### config.mk
export PLATFORM = sky130hd
export DESIGN_NAME = pws_map
export DESIGN_NICKNAME = d
export VERILOG_FILES = /design/src/rtl/core/pws_pkg.sv /design/src/rtl/core/pws_map.sv
export SDC_FILE = /design/constraint.sdc
export NUM_CORES = 2
export LEC_CHECK = 0
export BUFFER_PORTS_ARGS = -buffer_cell sky130_fd_sc_hd__buf_2
export CORE_UTILIZATION = 50
export DETAILED_ROUTE_END_ITERATION = 8
export PLACE_DENSITY = 0.74
export SLEW_MARGIN = 25
export SYNTH_ARGS = -nofsm -noshare
export SYNTH_HDL_FRONTEND = slang
export SYNTH_SLANG_ARGS = --single-unit
### constraint.sdc
create_clock -name i_clk -period 11.3 [get_ports i_clk]
set_input_delay 2.26 -clock i_clk [delete_from_list [all_inputs] [get_ports i_clk]]
set_output_delay 2.26 -clock i_clk [all_outputs]
set_load 0.005 [all_outputs]
### src/rtl/core/pws_pkg.sv
`timescale 1ns / 1ps

package pws_pkg;

    // fixed-point word width of every coordinate and coefficient
    localparam int FIX_W = 32;
    localparam int NUM_CFG = 7;
    localparam int COEF_REGS = 6;
    localparam int DIMS_IDX = 6;
    localparam logic [31:0] DIMS_RESET = 32'd70780800;

    typedef logic signed [FIX_W-1:0] t_fix;
    typedef t_fix [3:0] t_row;
    typedef t_row [2:0] t_mat;

    // clip-space values handed from the matrix unit to the divider
    typedef struct packed {
        t_fix cx;
        t_fix cy;
        t_fix cw;
    } t_clip;

    // normalized values handed from the divider to the pixel mapping
    typedef struct packed {
        logic vis;
        t_fix nx;
        t_fix ny;
    } t_ndc;

    // saturate a wide signed value to the fixed-point range
    function automatic t_fix sat_fix(input logic signed [71:0] v);
        logic signed [71:0] hi;
        logic signed [71:0] lo;
        hi = 72'sd2147483647;
        lo = -72'sd2147483648;
        if (v > hi) begin
            return t_fix'(hi);
        end else if (v < lo) begin
            return t_fix'(lo);
        end else begin
            return t_fix'(v);
        end
    endfunction

endpackage

### src/rtl/core/pws_map.sv
`timescale 1ns / 1ps

module pws_map
    import pws_pkg::*;
#(
    parameter int FRAC_BITS = 16
) (
    input  logic        i_clk,
    input  logic        i_rst_n,
    input  logic        i_en,
    input  logic        i_valid,
    input  t_ndc        i_ndc,
    input  logic [15:0] i_width,
    input  logic [15:0] i_height,
    output logic        o_valid,
    output logic        o_visible,
    output t_fix        o_screen_x,
    output t_fix        o_screen_y
);

    localparam logic signed [55:0] HALF = 56'(1) << (FRAC_BITS - 1);

    logic signed [48:0] r_px;
    logic signed [48:0] r_py;
    logic               r_vis;
    logic               r_vld_a;
    logic               r_vld_b;
    logic               r_visible;
    t_fix               r_sx;
    t_fix               r_sy;
    t_fix               n_sx;
    t_fix               n_sy;

    // stage a: scale by screen size
    always_ff @(posedge i_clk) begin
        if (i_en) begin
            r_px  <= $signed(i_ndc.nx) * $signed({1'b0, i_width});
            r_py  <= $signed(i_ndc.ny) * $signed({1'b0, i_height});
            r_vis <= i_ndc.vis;
        end
    end

    // stage b: halve, center, round, saturate
    always_comb begin
        logic signed [55:0] bx;
        logic signed [55:0] by;
        logic signed [55:0] tx;
        logic signed [55:0] ty;
        bx = $signed({40'd0, i_width}) <<< (FRAC_BITS - 1);
        by = $signed({40'd0, i_height}) <<< (FRAC_BITS - 1);
        tx = 56'(r_px >>> 1) + HALF;
        ty = 56'(r_py >>> 1) + HALF;
        n_sx = r_vis ? sat_fix(72'(bx + tx)) : '0;
        n_sy = r_vis ? sat_fix(72'(by - ty)) : '0;
    end

    always_ff @(posedge i_clk) begin
        if (i_en) begin
            r_sx      <= n_sx;
            r_sy      <= n_sy;
            r_visible <= r_vis;
        end
    end

    // valid chain
    always_ff @(posedge i_clk) begin
        if (!i_rst_n) begin
            r_vld_a <= 1'b0;
            r_vld_b <= 1'b0;
        end else if (i_en) begin
            r_vld_a <= i_valid;
            r_vld_b <= r_vld_a;
        end
    end

    assign o_valid    = r_vld_b;
    assign o_visible  = r_visible;
    assign o_screen_x = r_sx;
    assign o_screen_y = r_sy;

endmodule

==> results.md <==
- Post-CTS Hold Fix Bufs: 0
- Total GRT Usage: 0.2514
- CTS max path bufs: 2
- Run status: finished clean
- # rows: between 100 and 150
- Clk Latency, worst-skew pair: around 0.46 ns
- Worst Reg-to-Reg Cells: 15
- Initial antenna violation count: 1
- Final Max Slew Viols: 0
- Layout Nets: roughly 6,400
- Final min period: 9.232 ns
- Met2 WL post-DR: 51,740 um
- Fin crit share: 0.8170
- Fraction of the mapped netlist area in simple logic gates: 0.1558
- Worst Path Required: between 10 and 15 ns
- Fin Hold WS: 0.5238 ns
- Area Growth Syn to Fin: 4.833%
- Chip Height: ~300 um
- Dominant synthesized flop cell: edfxtp_1
- Unrepaired setup endpoints after global routing: false
- Largest net degree at the start of global routing: between 90 and 100
- Net count after synthesis: roughly 6,400
- Layout cells sized above 1: 0.05396
- Commonest non-fill, non-tap cells in the layout: inv_1, fa_1, nand2_1
- Distinct cell type count after synthesis: 74
- Antenna Cells: 0
- CP Capture Type: flop
- Post-route antenna net violation count: 0
- Post-cts gate resize count: 0
- Post-synth EDFFs: 162
- Reg-to-Reg Start: r_py[17]$_DFFE_PP_
- Syn Area/Cell: 9.157 sq um
- Final RePlAce weighted congestion: between 0.8 and 0.9
- Met1 WL: 47,440 um
- Largest family of logic cells by synthesized area: adder cells
- Maxcap violations: 0
- Vias in the first global route: 35,410
- Syn. warnings: 0
- Worst EP arrival: roughly 9.5 ns
- Drt wl/cell: 18.18 um
- Global-route wire length before repair: ~190,000 um
- Mapped Cells: around 5,000
- DR WL met3: a little over 10,000 um
- F_max: ~110 MHz
- Clk slew on worst S/H paths: about 0.080 ns
- DRC errors left: 0
- Number of cells on the worst hold path: 2
- 1st-iter DRT viols: ~2,400
- Slew @ Worst Pin: between 0.9 and 1 ns
- Setup violators final: 0
- Pre-antenna DRT Iters: 6
- Vias: 33,470
- Final Hold Viols: 0
- Routed wire length: 112,700 um
- H-tree level count: 4
- Syn Std Cell Area: roughly 0.046 sq mm
- Startpoint types: input port
- GR Overflow Total: 0
- Mux share of post-synthesis cell area: 0.001335
- Flops & latches, synth: about 160
- Clock Skew: ~0.018 ns
- Reg2reg end: o_screen_y[16]$_SDFFCE_PN0P_
- Seq/Total Area, Yosys: 0.1068
- Post-Synth Adder-Cell Area: 0.5128
- Rel. slew slack: 0.3854
- IO Count: about 170
- WS Path Type: in -> reg
- Root Buffer: clkbuf_16
- Initial Util: 0.5072
- Flop2flop setup slack: 6.08 ns
- Sink Count: approximately 160
- Hold WC Path Type: reg -> reg
- DR top layer: met5
- Synth Area in XOR/XNOR: 0.02956
- Postcts setup bufs: 0
- Total CTS buffers: 17
- Die Wd: slightly above 300 um
- Hold_sp: o_valid$_SDFFE_PN0P_
- HPWL Detailed: between 80,000 and 90,000 um
- DIE AREA: 0.09308 sq mm
- Hold Path End: o_valid$_SDFFE_PN0P_
- Synth Area in Compound Gates: 0.07181
- Port bufs: about 170
- Total negative slack: 0 ns
- Placeable core area: a little over 0.09 sq mm
- CP max FO: 33
- Asr flop ratio synth: 0
- Via density: around 5.4
- Most common cell after layout, fill and taps aside: inv_1
- CTS tree: yes
==> Yosys cell counts (all sizes together), types with 10 or more instances <==
cell	count	area [sq um]
inv	1275	4786
fa	979	19600
nand2	676	2537
and2	475	2974
ha	316	3954
clkbuf	191	716.9
edfxtp	162	4865
a21oi	143	719.4
xnor2	112	980.9
o21ai	87	435.4
nor2	75	281.5
a21o	53	397.9
nand4	52	325.3
xor2	43	376.6
o21a	37	277.8
nand3	33	165.2
o221ai	30	450.4
o21bai	25	187.7
nor2b	23	143.9
nor3	20	105.1
nand2b	19	118.9
and3	18	112.6
a31oi	15	93.84
a211oi	13	97.59
buf	12	97.59
a22o	11	96.34
nor4	11	75.07
or3	10	63.81
==> how the worst max path moves through the flow <==
stage | to | slack, ns | start | depth (start not counted)
2_1_floorplan | r_py[46]$_DFFE_PP_ | 2.68 | i_height[2] | 24
3_3_place_gp | r_px[47]$_DFFE_PP_ | 1.71 | i_width[6] | 23
3_5_place_dp | r_px[47]$_DFFE_PP_ | 1.62 | i_width[3] | 23
4_1_cts | r_px[47]$_DFFE_PP_ | 2.11 | i_width[3] | 23
5_1_grt | r_px[45]$_DFFE_PP_ | 1.67 | i_width[2] | 23
6_report | r_px[47]$_DFFE_PP_ | 2.07 | i_width[3] | 23
==> worst max-delay path, stage by stage <==
cell and delay [ns]:
buf_2 0.61, and2_1 0.25, fa_1 0.42, inv_1 0.09
fa_1 0.41, fa_1 0.50, fa_1 0.55, inv_1 0.05
fa_1 0.50, inv_1 0.05, fa_1 0.48, inv_1 0.04
ha_1 0.33, a21oi_1 0.16, o21ai_0 0.19, a2111oi_0 0.42
a21oi_1 0.18, o41ai_1 0.69, o21ai_0 0.34, a211o_1 0.37
a311o_1 0.27, a21oi_1 0.17, xnor2_1 0.08
==> per-stage QoR <==
stage	worst slack [ns]	instance area, sq um	cells	utilization
floorplan	2.682	45930	5016	-
global placement	1.707	47540	6166	0.5250
detailed placement	1.622	47540	6166	0.5250
CTS	2.107	48150	6198	0.5317
global route	1.672	48150	6198	0.5317
finish	2.068	48150	6198	0.5317
==> kinds of logic after synthesis <==
| group | after synthesis |
|---|---|
| and+or+nand+nor | 1443 |
| xor gates and xnor gates | 155 |
| AOI/OAI and AO/OA | 475 |
| buffers and inverters | 1478 |
| muxes | 6 |
| DFF | 164 |
| adders and majority gates | 1295 |
==> registers in the layout (all words and copies together) (netlist names) <==
name / cells
o_screen_x: 32
o_screen_y: 32
o_valid: 1
o_visible: 1
r_px: 48
r_py: 48
r_vis: 1
r_vld_a: 1
==> area by class of cell <==
type	count	area (sq um)
inverters	1275	4786
multi-input cells	3374	35460
flip-flops and latches	164	4905
clock buffers	20	436.7
fillers	8140	42410
clock inverters	12	170.2
well taps	1176	1471
repair buffers	177	919.6
==> layer usage <==
| layer | track usage | up-vias |
|---|---|---|
| met5 | 0 | - |
| met4 | 0.07165 | 2 |
| met3 | 0.04902 | 192 |
| met2 | 0.3988 | 1411 |
| met1 | 0.3508 | 16830 |
| li1 | - | 15040 |
Power is left out: the tool's default activity adds up to more than one toggle a clock period on the data nets, which glitch-free logic cannot reach.
